===== src/rtl/stq_pkg.sv =====
// stq_pkg: beat types, status and function codes, and the wrap-aware time compare
// shared by the sorted timeout queue. No dependencies.
`default_nettype none

package stq_pkg;

	// function codes of a request beat
	localparam logic [1:0] FUNC_SCHEDULE = 2'd0;
	localparam logic [1:0] FUNC_CYCLIC   = 2'd1;
	localparam logic [1:0] FUNC_CHECK    = 2'd2;
	localparam logic [1:0] FUNC_UNUSED   = 2'd3;

	// status codes of a response beat
	localparam logic [1:0] STATUS_INSERTED = 2'd0;
	localparam logic [1:0] STATUS_DROPPED  = 2'd1;
	localparam logic [1:0] STATUS_EXPIRED  = 2'd2;
	localparam logic [1:0] STATUS_NONE     = 2'd3;

	// most entries popped by one check
	localparam int MAX_RESULTS = 16;

	localparam logic [31:0] HALF_RANGE = 32'h7fff_ffff;

	typedef struct packed {
		logic [1:0]  func;
		logic [31:0] now;
		logic [30:0] delay;
		logic [7:0]  handler_id;
	} req_t;

	typedef struct packed {
		logic [1:0]  status;
		logic [7:0]  expired_id;
		logic [31:0] due_time;
		logic        last;
	} rsp_t;

	typedef struct packed {
		logic [31:0] due;
		logic [7:0]  handler;
	} entry_t;

	// a is before b when (a - b) mod 2^32 is at least half the range (2^31)
	function automatic logic is_before(input logic [31:0] a, input logic [31:0] b);
		logic [31:0] diff;
		diff = a - b;
		return diff > HALF_RANGE;
	endfunction

endpackage

`default_nettype wire


===== src/rtl/sorted_timeout_queue_top.sv =====
// sorted_timeout_queue_top: timeout list kept in due-time order in a circular
// buffer memory. Depends on stq_pkg for beat types, codes and the time compare.
//
// Usage: a request beat (func, now, delay, handler_id) moves on req when
// req_valid is high and req_stall low; response beats leave on rsp the same way.
// Schedule and cyclic reschedule give one response beat (inserted or dropped).
// Check gives one beat per expired entry popped, at most MAX_RESULTS, or one
// "nothing expired" beat; last is set on the final beat of a request.
// An insert walks the list from the head, one entry a cycle, to find the place,
// writes the new entry there and moves the later entries up one slot; a
// schedule or cyclic reschedule on a full list is dropped without a walk. A
// check pops due entries one at a time, reading the head entry before each
// test, and stops at an entry not yet due, when the list runs empty, or when
// MAX_RESULTS is reached.
// One request is in work at a time: req_stall is high from acceptance until its
// last response beat is loaded into the output register.
// Reset empties the list (head, tail, count cleared) and clears last_due; the
// memory itself is not cleared. A stalled receiver holds the response register
// and the block waits with it; a request may be taken while the final response
// beat of the previous one is still waiting.
`default_nettype none

module sorted_timeout_queue_top #(
	parameter int DEPTH = 16
) (
	input  wire                clk,
	input  wire                arst_n,
	input  wire                req_valid,
	output logic               req_stall,
	input  wire stq_pkg::req_t req,
	output logic               rsp_valid,
	input  wire                rsp_stall,
	output stq_pkg::rsp_t      rsp
);

	localparam int IW = (DEPTH > 1) ? $clog2(DEPTH) : 1;
	localparam int CW = $clog2(DEPTH + 1);
	localparam int NW = $clog2(stq_pkg::MAX_RESULTS + 1);

	localparam logic [2:0] ST_IDLE      = 3'd0;
	localparam logic [2:0] ST_INS_START = 3'd1;
	localparam logic [2:0] ST_INS_CMP   = 3'd2;
	localparam logic [2:0] ST_INS_SHIFT = 3'd3;
	localparam logic [2:0] ST_CHK_RD    = 3'd4;
	localparam logic [2:0] ST_CHK_EV    = 3'd5;
	localparam logic [2:0] ST_EMIT      = 3'd6;

	function automatic logic [IW-1:0] idx_next(input logic [IW-1:0] i);
		return (i == IW'(DEPTH - 1)) ? '0 : i + IW'(1);
	endfunction

	// entry store, one write and one registered read a cycle
	stq_pkg::entry_t mem [DEPTH];
	stq_pkg::entry_t rd_q;

	logic [2:0]      state_q;
	logic [IW-1:0]   head_q;
	logic [IW-1:0]   tail_q;
	logic [CW-1:0]   cnt_q;
	logic [31:0]     last_due_q;
	stq_pkg::req_t   req_q;
	logic [31:0]     due_q;
	logic [IW-1:0]   pos_q;
	stq_pkg::entry_t carry_q;
	logic [NW-1:0]   n_q;
	logic            pend_v_q;
	stq_pkg::entry_t pend_q;
	stq_pkg::rsp_t   res_q;

	logic            out_free;
	logic            out_load;
	stq_pkg::rsp_t   out_data;
	logic            we;
	logic [IW-1:0]   waddr;
	stq_pkg::entry_t wdata;
	logic [IW-1:0]   raddr;
	logic            expired;
	logic            shift;
	logic            at_tail;
	logic            pop_go;
	stq_pkg::rsp_t   fin_res;
	logic [31:0]     new_due;
	logic [31:0]     cyc_due;

	assign req_stall = (state_q != ST_IDLE);
	assign out_free  = !rsp_valid || !rsp_stall;
	assign expired   = !stq_pkg::is_before(req_q.now, rd_q.due);
	assign shift     = stq_pkg::is_before(due_q, rd_q.due);
	assign at_tail   = (pos_q == tail_q);
	assign pop_go    = expired && (!pend_v_q || out_free);

	// due time of a new entry: now + delay, or for a cyclic reschedule last_due + delay unless that lies before now
	assign cyc_due = last_due_q + {1'b0, req.delay};
	assign new_due = (req.func == stq_pkg::FUNC_CYCLIC &&
	                  !stq_pkg::is_before(cyc_due, req.now)) ?
	                 cyc_due : req.now + {1'b0, req.delay};

	// closing beat of a check
	always_comb begin
		if (pend_v_q) begin
			fin_res = '{status: stq_pkg::STATUS_EXPIRED, expired_id: pend_q.handler,
			            due_time: pend_q.due, last: 1'b1};
		end else begin
			fin_res = '{status: stq_pkg::STATUS_NONE, expired_id: 8'd0,
			            due_time: 32'd0, last: 1'b1};
		end
	end

	// memory read address
	always_comb begin
		unique case (state_q)
			ST_INS_CMP:   raddr = idx_next(pos_q);
			ST_INS_SHIFT: raddr = idx_next(pos_q);
			default:      raddr = head_q;
		endcase
	end

	// memory write: drop the new entry in, or carry the displaced one up a slot
	always_comb begin
		we    = 1'b0;
		waddr = pos_q;
		wdata = carry_q;
		if (state_q == ST_INS_CMP && (at_tail || shift)) begin
			we    = 1'b1;
			wdata = '{due: due_q, handler: req_q.handler_id};
		end else if (state_q == ST_INS_SHIFT) begin
			we = 1'b1;
		end
	end

	// output register load
	always_comb begin
		out_load = 1'b0;
		out_data = res_q;
		if (state_q == ST_EMIT) begin
			out_load = out_free;
		end else if (state_q == ST_CHK_EV && expired && pend_v_q && out_free) begin
			out_load = 1'b1;
			out_data = '{status: stq_pkg::STATUS_EXPIRED, expired_id: pend_q.handler,
			             due_time: pend_q.due, last: 1'b0};
		end
	end

	always_ff @(posedge clk) begin
		if (we) begin
			mem[waddr] <= wdata;
		end
		rd_q <= mem[raddr];
	end

	// response register
	always_ff @(posedge clk or negedge arst_n) begin
		if (!arst_n) begin
			rsp_valid <= 1'b0;
		end else if (out_load) begin
			rsp_valid <= 1'b1;
		end else if (!rsp_stall) begin
			rsp_valid <= 1'b0;
		end
	end

	always_ff @(posedge clk) begin
		if (out_load) begin
			rsp <= out_data;
		end
	end

	// sequencer and list pointers
	always_ff @(posedge clk or negedge arst_n) begin
		if (!arst_n) begin
			state_q    <= ST_IDLE;
			head_q     <= '0;
			tail_q     <= '0;
			cnt_q      <= '0;
			last_due_q <= '0;
			pend_v_q   <= 1'b0;
		end else begin
			unique case (state_q)
				ST_IDLE: begin
					if (req_valid) begin
						pend_v_q <= 1'b0;
						unique case (req.func)
							stq_pkg::FUNC_SCHEDULE, stq_pkg::FUNC_CYCLIC:
								state_q <= ST_INS_START;
							stq_pkg::FUNC_CHECK:
								state_q <= ST_CHK_RD;
							default:
								state_q <= ST_IDLE;
						endcase
					end
				end
				ST_INS_START: begin
					if (cnt_q == CW'(DEPTH)) begin
						state_q <= ST_EMIT;
					end else begin
						state_q <= ST_INS_CMP;
					end
				end
				ST_INS_CMP: begin
					if (at_tail) begin
						cnt_q   <= cnt_q + CW'(1);
						tail_q  <= idx_next(tail_q);
						state_q <= ST_EMIT;
					end else if (shift) begin
						state_q <= ST_INS_SHIFT;
					end
				end
				ST_INS_SHIFT: begin
					if (at_tail) begin
						cnt_q   <= cnt_q + CW'(1);
						tail_q  <= idx_next(tail_q);
						state_q <= ST_EMIT;
					end
				end
				ST_CHK_RD: begin
					if (cnt_q == '0 || n_q == NW'(stq_pkg::MAX_RESULTS)) begin
						state_q <= ST_EMIT;
					end else begin
						state_q <= ST_CHK_EV;
					end
				end
				ST_CHK_EV: begin
					if (!expired) begin
						state_q <= ST_EMIT;
					end else if (pop_go) begin
						pend_v_q   <= 1'b1;
						last_due_q <= rd_q.due;
						head_q     <= idx_next(head_q);
						cnt_q      <= cnt_q - CW'(1);
						state_q    <= ST_CHK_RD;
					end
				end
				ST_EMIT: begin
					if (out_free) begin
						state_q <= ST_IDLE;
					end
				end
				default: state_q <= ST_IDLE;
			endcase
		end
	end

	// work registers of the request in progress
	always_ff @(posedge clk) begin
		unique case (state_q)
			ST_IDLE: begin
				req_q <= req;
				due_q <= new_due;
				n_q   <= '0;
			end
			ST_INS_START: begin
				pos_q <= head_q;
				if (cnt_q == CW'(DEPTH)) begin
					res_q <= '{status: stq_pkg::STATUS_DROPPED,
					           expired_id: req_q.handler_id, due_time: due_q, last: 1'b1};
				end else begin
					res_q <= '{status: stq_pkg::STATUS_INSERTED,
					           expired_id: req_q.handler_id, due_time: due_q, last: 1'b1};
				end
			end
			ST_INS_CMP: begin
				if (!at_tail) begin
					pos_q <= idx_next(pos_q);
					if (shift) begin
						carry_q <= rd_q;
					end
				end
			end
			ST_INS_SHIFT: begin
				pos_q   <= idx_next(pos_q);
				carry_q <= rd_q;
			end
			ST_CHK_RD: begin
				res_q <= fin_res;
			end
			ST_CHK_EV: begin
				if (!expired) begin
					res_q <= fin_res;
				end else if (pop_go) begin
					pend_q <= rd_q;
					n_q    <= n_q + NW'(1);
				end
			end
			default: begin
			end
		endcase
	end

endmodule

`default_nettype wire

===== config.mk =====
export PLATFORM = sky130hd
export DESIGN_NAME = sorted_timeout_queue_top
export DESIGN_NICKNAME = d
export VERILOG_FILES = /design/src/rtl/stq_pkg.sv /design/src/rtl/sorted_timeout_queue_top.sv
export SDC_FILE = /design/constraint.sdc
export NUM_CORES = 1
export LEC_CHECK = 0
export ABC_AREA = 0
export BUFFER_PORTS_ARGS = -buffer_cell sky130_fd_sc_hd__buf_2
export CORE_MARGIN = 2
export CORE_UTILIZATION = 40
export DETAILED_ROUTE_END_ITERATION = 10
export GPL_TIMING_DRIVEN = 0
export PLACE_DENSITY = 0.55
export SYNTH_ARGS = -nofsm -noshare
export SYNTH_HDL_FRONTEND = slang
export SYNTH_SLANG_ARGS = --single-unit

===== constraint.sdc =====
create_clock -name clk -period 6.85 [get_ports clk]
set_input_delay 0.685 -clock clk [delete_from_list [all_inputs] [get_ports clk]]
set_output_delay 0.685 -clock clk [all_outputs]
set_load 0.01 [all_outputs]

Yosys cells after proc, flatten, opt, wreduce, memory -nomap -nowiden
Memory sizes are Yosys's and may differ from the RTL's. A register that Yosys moved wholly into a read port is not among the register bits.
Index checks and enable logic that the tools add are counted.
{"block": "totals", "register_bits": 297, "mem_bits_rw": 640, "in_bits": 77, "out_inout_bits": 45, "wordCells": 148, "n_memories": 1}
{"block": "classes", "addsub": 11, "magnitude_cmp": 3, "n_eq_ne": 26, "n_mux": 47, "bitwise": 1, "n_reduce_logical": 35}
{"name": "mem", "words": 16, "width": 40, "read_ports": 1, "rd_clocked_by_memory_dff": 1, "wr": 1, "line": "sorted_timeout_queue_top.sv:53", "text": "stq_pkg::entry_t mem [DEPTH];"}
{"operator": "43-bit two-way mux", "count": 3}
{"operator": "43-bit case mux with 3 select lines", "count": 1}
{"operator": "40-bit two-way mux", "count": 3}
{"operator": "32-bit by 31-bit > comparator with 1-bit output, second input constant", "count": 3}
{"operator": "32-bit subtractor", "count": 3}
{"operator": "42-bit two-way mux", "count": 2}
{"operator": "40-bit case mux with 2 select lines", "count": 1}
{"operator": "32-bit by 31-bit adder with 32-bit output", "count": 2}
{"operator": "32-bit two-way mux", "count": 1}
{"operator": "5-bit two-way mux", "count": 5}
{"operator": "3-bit two-way mux", "count": 8}
{"operator": "3-bit case mux with 7 select lines", "count": 1}
{"operator": "4-bit two-way mux", "count": 5}
{"operator": "5-bit case mux with 2 select lines", "count": 2}
{"operator": "2-bit inequality test, second input constant", "count": 7}
{"operator": "4-bit by 1-bit adder with 4-bit output, second input constant", "count": 3}
{"operator": "4-bit == test, second input constant", "count": 3}
{"operator": "4-bit case mux with 3 select lines", "count": 1}
{"operator": "1-bit two-way mux", "count": 11}
{"operator": "5-bit by 1-bit adder with 5-bit output, second input constant", "count": 2}
{"operator": "5-bit == test, second input constant", "count": 2}
{"operator": "3-bit == test, second input constant", "count": 3}
{"operator": "3-bit AND reduction", "count": 3}
{"operator": "3-bit nonzero test", "count": 3}
{"operator": "other kinds (24)", "count": 45}

Longest topological paths before layout
Gate-level depths: netlist (run 1).
{"block": "logic_depth", "ltp_word": 9, "depth_mapped": 21, "ltp_nobuf": 20}

Worst setup path before layout (run 1)
OpenSTA, ideal clock, no wires.
{"block": "synth_path", "path_type": "register -> register", "startpoint": "reg, netlist name rd_q[28]", "endpoint": "reg res_q[10] (netlist name) (enable)", "setup_time_ps": 505, "arrival_time_ps": 5105, "required_ps": 6345, "path_slack_ps": 1240, "path_stages_with_launch": 12, "path_buffers": 1, "synth_period_minus_slack_ps": 5610, "cell_sequence": "dfxtp_1 -> inv_1 -> ha_1 -> a21o_1 -> a21o_1 -> a21oi_1 -> o21ai_0 -> a211oi_2 -> nand3_1 -> and3b_1 -> buf_2 -> a211oi_1"}
{"block": "synth_between", "elab_chain_cells": 4}
{"item": "32-bit subtractor", "line": "stq_pkg.sv:46", "text": "diff = a - b;"}
{"item": "32-bit by 31-bit > comparator with 1-bit output", "line": "stq_pkg.sv:47", "text": "return diff > HALF_RANGE;"}
{"item": "2-bit by 1-bit inequality test with 1-bit output (no source line)"}
{"item": "2-bit AND reduction (no source line)"}
{"item": "end signal: assignment", "line": "sorted_timeout_queue_top.sv:254", "text": "res_q <= '{status: stq_pkg::STATUS_DROPPED,"}
{"item": "end signal: assignment", "line": "sorted_timeout_queue_top.sv:257", "text": "res_q <= '{status: stq_pkg::STATUS_INSERTED,"}
{"item": "end signal: assignment", "line": "sorted_timeout_queue_top.sv:274", "text": "res_q <= fin_res;"}
{"item": "end: declaration", "line": "sorted_timeout_queue_top.sv:68", "text": "stq_pkg::rsp_t res_q;"}
Every way passes these cells.
A chain may end at the register's enable or synchronous reset.

Worst setup path after layout (run 1)
{"block": "layout_path", "startpoint": "reg last_due_q[0]", "endpoint": "reg due_q[24], data pin"}
{"block": "layout_between", "elab_chain_cells": 6}
{"item": "start: declaration", "line": "sorted_timeout_queue_top.sv:60", "text": "logic [31:0] last_due_q;"}
{"item": "start signal: assignment", "line": "sorted_timeout_queue_top.sv:227", "text": "last_due_q <= rd_q.due;"}
{"item": "32-bit by 31-bit adder with 32-bit output (*)", "line": "sorted_timeout_queue_top.sv:93", "text": "assign cyc_due = last_due_q + {1'b0, req.delay};"}
{"item": "32-bit subtractor", "line": "stq_pkg.sv:46"}
{"item": "32-bit by 31-bit > comparator with 1-bit output", "line": "stq_pkg.sv:47"}
{"item": "1-bit logical NOT", "line": "sorted_timeout_queue_top.sv:95", "text": "!stq_pkg::is_before(cyc_due, req.now)) ?"}
{"item": "1-bit logical AND", "line": "sorted_timeout_queue_top.sv:94", "text": "assign new_due = (req.func == stq_pkg::FUNC_CYCLIC &&"}
{"item": "32-bit two-way mux (*)", "line": "sorted_timeout_queue_top.sv:95"}
{"item": "named net new_due[24]", "line": "sorted_timeout_queue_top.sv:82", "text": "logic [31:0] new_due;"}
{"item": "end signal: assignment", "line": "sorted_timeout_queue_top.sv:248", "text": "due_q <= new_due;"}
{"item": "end: declaration", "line": "sorted_timeout_queue_top.sv:62", "text": "logic [31:0] due_q;"}
The timed path passes the listed nets; every way through them passes the cells marked *.

==> results by group, run 1 <==
Logic synthesis
  • Asr flop ratio synth: 5.12%
  • FF+latch count, synth: 976
  • Part of the Yosys area used for sequential elements: 67.2%
  • Post-synthesis net count: 2856
  • Count leader, synth: sky130_fd_sc_hd__edfxtp_1
  • Number of synthesized flops with an enable pin: 886
  • Post-synth cell types: 84
  • Most used flip-flop cell after synthesis: sky130_fd_sc_hd__edfxtp_1
  • Top cell type's share of synthesized area: 62.4%
  • Average footprint of a synthesized cell: 16.3 sq um
  • Post-synthesis instance total: 2610
  • Dominant cell type by area after synthesis: sky130_fd_sc_hd__edfxtp_1
  • Warnings, synthesis: 0
  • Leading cell types by total area after synthesis: sky130_fd_sc_hd__edfxtp_1, sky130_fd_sc_hd__mux4_2, sky130_fd_sc_hd__ha_1
  • Area of the mapped netlist: 42700 sq um
  • Top cells by count, synth: sky130_fd_sc_hd__edfxtp_1, sky130_fd_sc_hd__ha_1, sky130_fd_sc_hd__nand2_1

Power
  • Reported net switching power: 0.00968 W
  • Combinational group share of total power: 42.1%
  • Sequential share of power: 37.4%
  • Internal power contribution: 0.0165 W
  • Fraction of power spent switching nets: 37.0%
  • Clock network fraction of design power: 20.6%
  • Total leakage power: 17.4 nW
  • Total power divided by cell area: 533 nW/um^2
  • IR drop worst, VDD: 230 uV

CTS
  • Level count of the clock H-tree: 3
  • CTS clk-pin slew, worst paths: 60 ps
  • Post-CTS Hold Buffers: 0
  • Setup bufs post-CTS: 0
  • TritonCTS clock tree: yes
  • Library cell used as clock root buffer: sky130_fd_sc_hd__clkbuf_16
  • Total number of clock tree sinks: 976
  • Total CTS buffers: 99
  • Number of buffers on the longest clock path: 3
  • Clock latency of the later-clocked register in the worst-skew pair: 690 ps
  • Resized cells post-CTS: 0

GRT
  • Highest-utilization routing layer at the global route stage: met2
  • Met1 global-route usage: 27.3%
  • Via count of the first global-routing pass: 24800
  • Global-route track usage on met2: 33.9%
  • Antenna violations before repair: 1
  • Maximum number of pins on one net before global-route repair: 66
  • Overall track demand over capacity in global routing: 20.0%
  • Global-route track usage on met3: 2.76%
  • Wire length of the first global-routing pass: 160000 microns
  • Remaining Overflow, GRT: 0

Setup path
  • Startpoint class of the critical path: flop
  • Worst Setup End Kind: flop
  • Critical Path Source: last_due_q[0]
  • RR Endpoint: due_q[24]
  • Source of the worst register-to-register timing path: last_due_q[0]
  • Critical path peak fanout: 10
  • Critical path arrival: 6660 ps
  • Path depth of the worst reg2reg path: 21
  • Req. time, crit path: 7300 ps
  • Worst Path Class, Setup: flop to flop
  • Setup slack of the most critical reg-to-reg path: 630 ps

Cells and area
  • Synth-to-layout area growth: 15.0%
  • Final standard cell count with taps included and fillers excluded: 4339
  • Number of antenna diodes: 0
  • Fraction of layout instances using a drive strength above 1: 21.5%
  • Post-layout net count: 3107
  • Final Util: 46.5%

Floorplanning
  • Number of placement rows: 119
  • Top-Level Pins: 122
  • Height of the die: 331 microns
  • Initial core utilization: 40.4%
  • Die Wd: 331 microns
  • Core footprint: 106000 sq um
  • Floorplan die area: 109000 sq um

Status
  • Run status: finished clean

STA
  • Final hold viol count: 0
  • Actual transition at the worst max-transition pin: 1310 ps
  • Portion of the clock cycle consumed by the worst path in the final layout: 90.7%
  • Fmax: 161 MHz
  • Max Clock Skew: 37.0 ps
  • RSZ-0062 raised after global routing: no
  • Relative slew slack: 11.8%
  • Pins Over Slew Limit: 0
  • Min Clock Period, post-route: 6220 ps
  • Final number of setup-violating endpoints: 0

Drt
  • Total via count in the routed design: 23800
  • DR vias/cell: 5.49
  • Number of nets still failing antenna checks after routing: 0
  • Final routed wire length divided by cell count: 25.1 microns
  • First-pass detailed-route iteration total: 7
  • Detailed-route wire length: 109000 microns
  • Initial detailed-routing violation count: 2225
  • Detailed-route DRC error count: 0

Place
  • Number of port buffers: 121
  • Inst Count DP: 4151
  • Last weighted congestion value of the routability-driven placer: 0.920
  • Post-detailed-placement half-perimeter wirelength: 75200 microns

Flow run
  • Max-Cap Viols: 0

Worst hold path
  • Type of the worst min-delay path: input port to async pin
## worst max path at each step
stage	endpoint	cells after the start
after CTS	due_q[24]	21
after floorplan	res_q[10]	11
final	due_q[24]	21
after detailed placement	due_q[24]	22
after global placement	res_q[6]	11
after global routing	due_q[24]	20
## sequential cells by signal (all words and copies together) (netlist names)
name	cells
state_q	3
n_q	5
pend_v_q	1
due_q	32
last_due_q	32
res_q	42
req_q	40
pos_q	4
rd_q	40
rsp_valid	1
tail_q	4
cnt_q	5
head_q	4
rsp	43
mem	640
pend_q	40
carry_q	40
## layout make-up
cell class,instances,area (sq um)
Fill cell,9043,56500
Sequential cell,976,28700
Multi-Input combinational cell,1433,13300
Clock buffer,149,2810
Tap cell,1391,1740
Timing Repair Buffer,150,1210
Buffer,104,487
Clock inverter,39,474
Inverter,97,367
## routing by layer
layer	vias up	part of all wire [%]	wire length, microns
met5	-	0	0
met3	119	4.7	5150
met2	626	49	53200
met1	12300	44	48300
met4	0	1.9	2030
li1	10800	-	-
## metrics by stage
stage                     worst slack [ps]  hold slack [ps]  area (sq um)  total power [W]  TNS [ps]
after detailed placement               286              416         45800           0.0210         0
after global routing                   272             94.2         49000           0.0276         0
after global placement               -3340              414         45000           0.0205   -384930
after floorplan                       1240              389         42700           0.0170         0
final                                  635             59.5         49000           0.0261         0
after CTS                              660              127         49000           0.0264         0
## cell families (layout without fill, tap and decap cells)
logic type	count (synthesis)	count (layout)	synth area share (%)
muxes	317	317	12.7
buffers and inverters	201	539	1.99
DFF	976	976	67.2
and+or+nand+nor	447	447	5.05
adders and majority gates	169	169	5.01
xor gates and xnor gates	74	74	1.54
AOI/OAI and AO/OA	426	426	6.53
## power groups by stage
| stage | logic [W] | registers [W] | clock network, W |
|---|---|---|---|
| floorplan | 0.00726 | 0.00970 | 0 |
| global placement | 0.0105 | 0.00996 | 0 |
| detailed placement | 0.0111 | 0.00988 | 0 |
| CTS | 0.0111 | 0.00977 | 0.00549 |
| global route | 0.0120 | 0.00988 | 0.00574 |
| finish | 0.0110 | 0.00977 | 0.00538 |
## cells in the final DEF (no fill, tap or decap), types with 13 or more instances in the layout
master                        n
sky130_fd_sc_hd__ha_1       166
sky130_fd_sc_hd__nor2_1      59
sky130_fd_sc_hd__mux2i_1     44
sky130_fd_sc_hd__inv_1       95
sky130_fd_sc_hd__o21ai_0     94
sky130_fd_sc_hd__dfxtp_1     40
sky130_fd_sc_hd__mux2_2      70
sky130_fd_sc_hd__buf_12      22
sky130_fd_sc_hd__a211oi_1    56
sky130_fd_sc_hd__xor2_1      34
sky130_fd_sc_hd__mux4_2     160
sky130_fd_sc_hd__buf_2      151
sky130_fd_sc_hd__mux2_1      15
sky130_fd_sc_hd__dfrtp_1     50
sky130_fd_sc_hd__clkbuf_1    89
sky130_fd_sc_hd__nand2_1    166
sky130_fd_sc_hd__nand3_1     66
sky130_fd_sc_hd__clkbuf_8    14
sky130_fd_sc_hd__clkbuf_16   99
sky130_fd_sc_hd__a21o_1      47
sky130_fd_sc_hd__nor2_4      19
sky130_fd_sc_hd__xnor2_1     39
sky130_fd_sc_hd__and2_1      44
sky130_fd_sc_hd__mux2_4      28
sky130_fd_sc_hd__edfxtp_1   886
sky130_fd_sc_hd__buf_1       15
sky130_fd_sc_hd__nand4_1     16
sky130_fd_sc_hd__nor3_1      13
sky130_fd_sc_hd__o211ai_1    15
sky130_fd_sc_hd__a21oi_1    122
## worst max-delay path: stages (launching register included)
cell,delay [ps]
sky130_fd_sc_hd__dfrtp_1,400
sky130_fd_sc_hd__ha_1,240
sky130_fd_sc_hd__fa_1,430
sky130_fd_sc_hd__a21oi_1,210
sky130_fd_sc_hd__o21ai_0,230
sky130_fd_sc_hd__o211ai_1,440
sky130_fd_sc_hd__a21oi_1,250
sky130_fd_sc_hd__o21ai_0,510
sky130_fd_sc_hd__nand2b_1,100
sky130_fd_sc_hd__a21oi_1,190
sky130_fd_sc_hd__xor2_1,190
sky130_fd_sc_hd__inv_1,60
sky130_fd_sc_hd__ha_1,290
sky130_fd_sc_hd__a211oi_1,330
sky130_fd_sc_hd__o21ai_0,150
sky130_fd_sc_hd__a211oi_1,370
sky130_fd_sc_hd__a211oi_1,110
sky130_fd_sc_hd__a221o_1,360
sky130_fd_sc_hd__xor2_2,210
sky130_fd_sc_hd__nor2_4,310
sky130_fd_sc_hd__buf_12,210
sky130_fd_sc_hd__mux2i_1,390
No activity file was read; power rests on OpenSTA's default activity.
==> inputs of run 2 (changes only) <==
- CORE_MARGIN: 2 -> 4
- CORE_UTILIZATION: 40 -> 47
- PLACE_DENSITY: 0.55 -> 0.63
==> run 2 against run 1 <==
Count of clock-buffer cells in the layout fell by 6; non-clock buffer count decreased by 5; register-to-register slack gained 240 ps; utilization grew 7.7 points; critical path type unchanged; critical endpoint is now due_q[9]; largest cell class unchanged.
==> results by group, run 2 (same netlist as run 1, synthesis figures left out) <==
Status
  • Run status: finished clean

Cells and area
  • Post-layout net count: 3100
  • Biggest register: mem
  • Most common library cell in the layout ignoring fill and taps: sky130_fd_sc_hd__edfxtp_1
  • Largest regs: mem x640, rsp x43, res_q x42
  • Largest register FFs: 640
  • Area of all placed cells without fillers: 48800 sq um
  • Highest-count cells in the layout ignoring fill and taps: sky130_fd_sc_hd__edfxtp_1, sky130_fd_sc_hd__nand2_1, sky130_fd_sc_hd__ha_1
  • Number of filler cells placed in the layout: 7080
  • Final Util: 54.2%
  • Number of antenna diodes: 0
  • Fraction of layout instances using a drive strength above 1: 21.8%
  • Synth-to-layout area growth: 14.3%

GRT
  • Antenna violations before repair: 4
  • Via count of the first global-routing pass: 25000
  • Remaining Overflow, GRT: 0
  • Wire length of the first global-routing pass: 157000 microns
  • Maximum number of pins on one net before global-route repair: 66
  • Overall track demand over capacity in global routing: 22.1%

STA
  • RSZ-0062 raised after global routing: no
  • Final number of setup-violating endpoints: 0
  • Actual transition at the worst max-transition pin: 1330 ps
  • Worst Setup Slack, final: 872 ps
  • Smallest hold slack: 76.4 ps
  • Pins Over Slew Limit: 0
  • Min Clock Period, post-route: 5980 ps
  • Portion of the clock cycle consumed by the worst path in the final layout: 87.3%
  • Final hold viol count: 0
  • Max Clock Skew: 24.3 ps
  • Relative slew slack: 10.5%
  • Fmax: 167 MHz

CTS
  • Library cell used as clock root buffer: sky130_fd_sc_hd__clkbuf_16
  • Total CTS buffers: 97
  • Number of buffers on the longest clock path: 3
  • TritonCTS clock tree: yes
  • Level count of the clock H-tree: 3
  • Post-CTS Hold Buffers: 0
  • Resized cells post-CTS: 0
  • Setup bufs post-CTS: 0
  • Clock latency of the later-clocked register in the worst-skew pair: 660 ps
  • CTS clk-pin slew, worst paths: 60 ps
  • Total number of clock tree sinks: 976

Floorplanning
  • Top-Level Pins: 122
  • Floorplan die area: 95700 sq um
  • Number of placement rows: 110
  • Initial core utilization: 47.4%
  • Height of the die: 309 microns
  • Core footprint: 90000 sq um
  • Die Wd: 309 microns

Flow run
  • Max-Cap Viols: 0

Drt
  • Met2 wire length: 51400 microns
  • DR WL met3: 6430 microns
  • Total via count in the routed design: 24000
  • Top Layer Used: met4
  • Detailed-route wire length: 105000 microns
  • First-pass detailed-route iteration total: 6
  • Final routed wire length divided by cell count: 25.6 microns
  • DR vias/cell: 5.85
  • Metal-1 WL: 44700 microns
  • Initial detailed-routing violation count: 2210
  • Number of nets still failing antenna checks after routing: 0
  • Detailed-route DRC error count: 0

Setup path
  • Worst Path Class, Setup: flop to flop
  • Critical path arrival: 6370 ps
  • Startpoint class of the critical path: flop
  • Req. time, crit path: 7240 ps
  • Critical path peak fanout: 10
  • Setup slack of the most critical reg-to-reg path: 870 ps
  • Worst Setup End Kind: flop

Worst hold path
  • Type of the worst min-delay path: input port to async pin

Place
  • Cell area after placement: 45400 sq um
  • Post-detailed-placement half-perimeter wirelength: 72400 microns
  • DP Worst Slack: 442 ps
  • Number of port buffers: 121
  • Last weighted congestion value of the routability-driven placer: 0.874

Power
  • Total leakage power: 17.4 nW
  • Total power: 0.0262 W
  • IR drop worst, VDD: 238 uV
  • Total power divided by cell area: 536 nW/um^2
run 2: changes by cell type in the layout (fill, tap and decap cells not counted), moves of 2 or more:
cell / change
sky130_fd_sc_hd__clkbuf_1: -10
sky130_fd_sc_hd__clkinv_1: -9
sky130_fd_sc_hd__bufinv_16: +4
sky130_fd_sc_hd__clkbuf_8: +4
sky130_fd_sc_hd__buf_16: -3
sky130_fd_sc_hd__inv_6: +3
sky130_fd_sc_hd__buf_6: -2
sky130_fd_sc_hd__clkinv_16: -2
sky130_fd_sc_hd__clkinv_4: +2
run 2: stage by stage:
step / setup TNS (ps) / instances
6_report: 0 / 4112
5_1_grt: 0 / 4112
4_1_cts: 0 / 4112
3_5_place_dp: 0 / 3931
3_3_place_gp: -237150 / 3907
2_1_floorplan: 0 / 2610
run 2: path summary, 6_finish.rpt:
path                                     from             to  cells past startpoint
worst max-delay path            last_due_q[0]       due_q[9]                     21
worst min-delay path                   arst_n  last_due_q[4]                      1
worst max register to register  last_due_q[0]       due_q[9]                     21
worst min register to register        rd_q[4]      pend_q[4]                      0
max in group asynchronous              arst_n      head_q[1]                      1
min in group clk                       req[6]       req_q[6]                      1
run 2: cell type report:
cell class              count  area [sq um]  area share, %
flip-flops and latches    976         28700           58.8
multi-input cells        1433         13300           27.3
clock buffers             143          2820           5.79
well taps                1176          1470           3.02
repair buffers            145          1100           2.25
clock inverters            38           563           1.15
plain buffers             104           487          0.998
inverters                  97           367          0.752
run 2: where the power goes:
group / total, W / switching, W / internal [W]
clock network: 0.00552 / 0.00225 / 0.00326
logic: 0.0109 / 0.00671 / 0.00416
registers: 0.00977 / 0.000565 / 0.00920
total: 0.0262 / 0.00953 / 0.0166
run 2: layer usage:
| metal | track usage, % | vias to the layer above |
|---|---|---|
| met5 | 0 | - |
| met4 | 6.57 | 0 |
| met3 | 3.04 | 161 |
| met2 | 37.0 | 827 |
| met1 | 30.5 | 12300 |
| li1 | - | 10700 |
run 2: worst max-delay path, cell delays in order (launching register included):
cell	delay [ps]
sky130_fd_sc_hd__dfrtp_1	400
sky130_fd_sc_hd__ha_1	240
sky130_fd_sc_hd__fa_1	420
sky130_fd_sc_hd__a21oi_1	200
sky130_fd_sc_hd__o21ai_0	210
sky130_fd_sc_hd__o211ai_1	400
sky130_fd_sc_hd__a21oi_1	250
sky130_fd_sc_hd__o21ai_0	440
sky130_fd_sc_hd__nand2b_1	100
sky130_fd_sc_hd__a21oi_1	180
sky130_fd_sc_hd__xor2_1	210
sky130_fd_sc_hd__inv_1	70
sky130_fd_sc_hd__ha_1	300
sky130_fd_sc_hd__a211oi_1	290
sky130_fd_sc_hd__o21ai_0	130
sky130_fd_sc_hd__a211oi_1	360
sky130_fd_sc_hd__a211oi_1	120
sky130_fd_sc_hd__a221o_1	350
sky130_fd_sc_hd__xor2_2	210
sky130_fd_sc_hd__nor2_4	300
sky130_fd_sc_hd__buf_12	200
sky130_fd_sc_hd__mux2_4	340
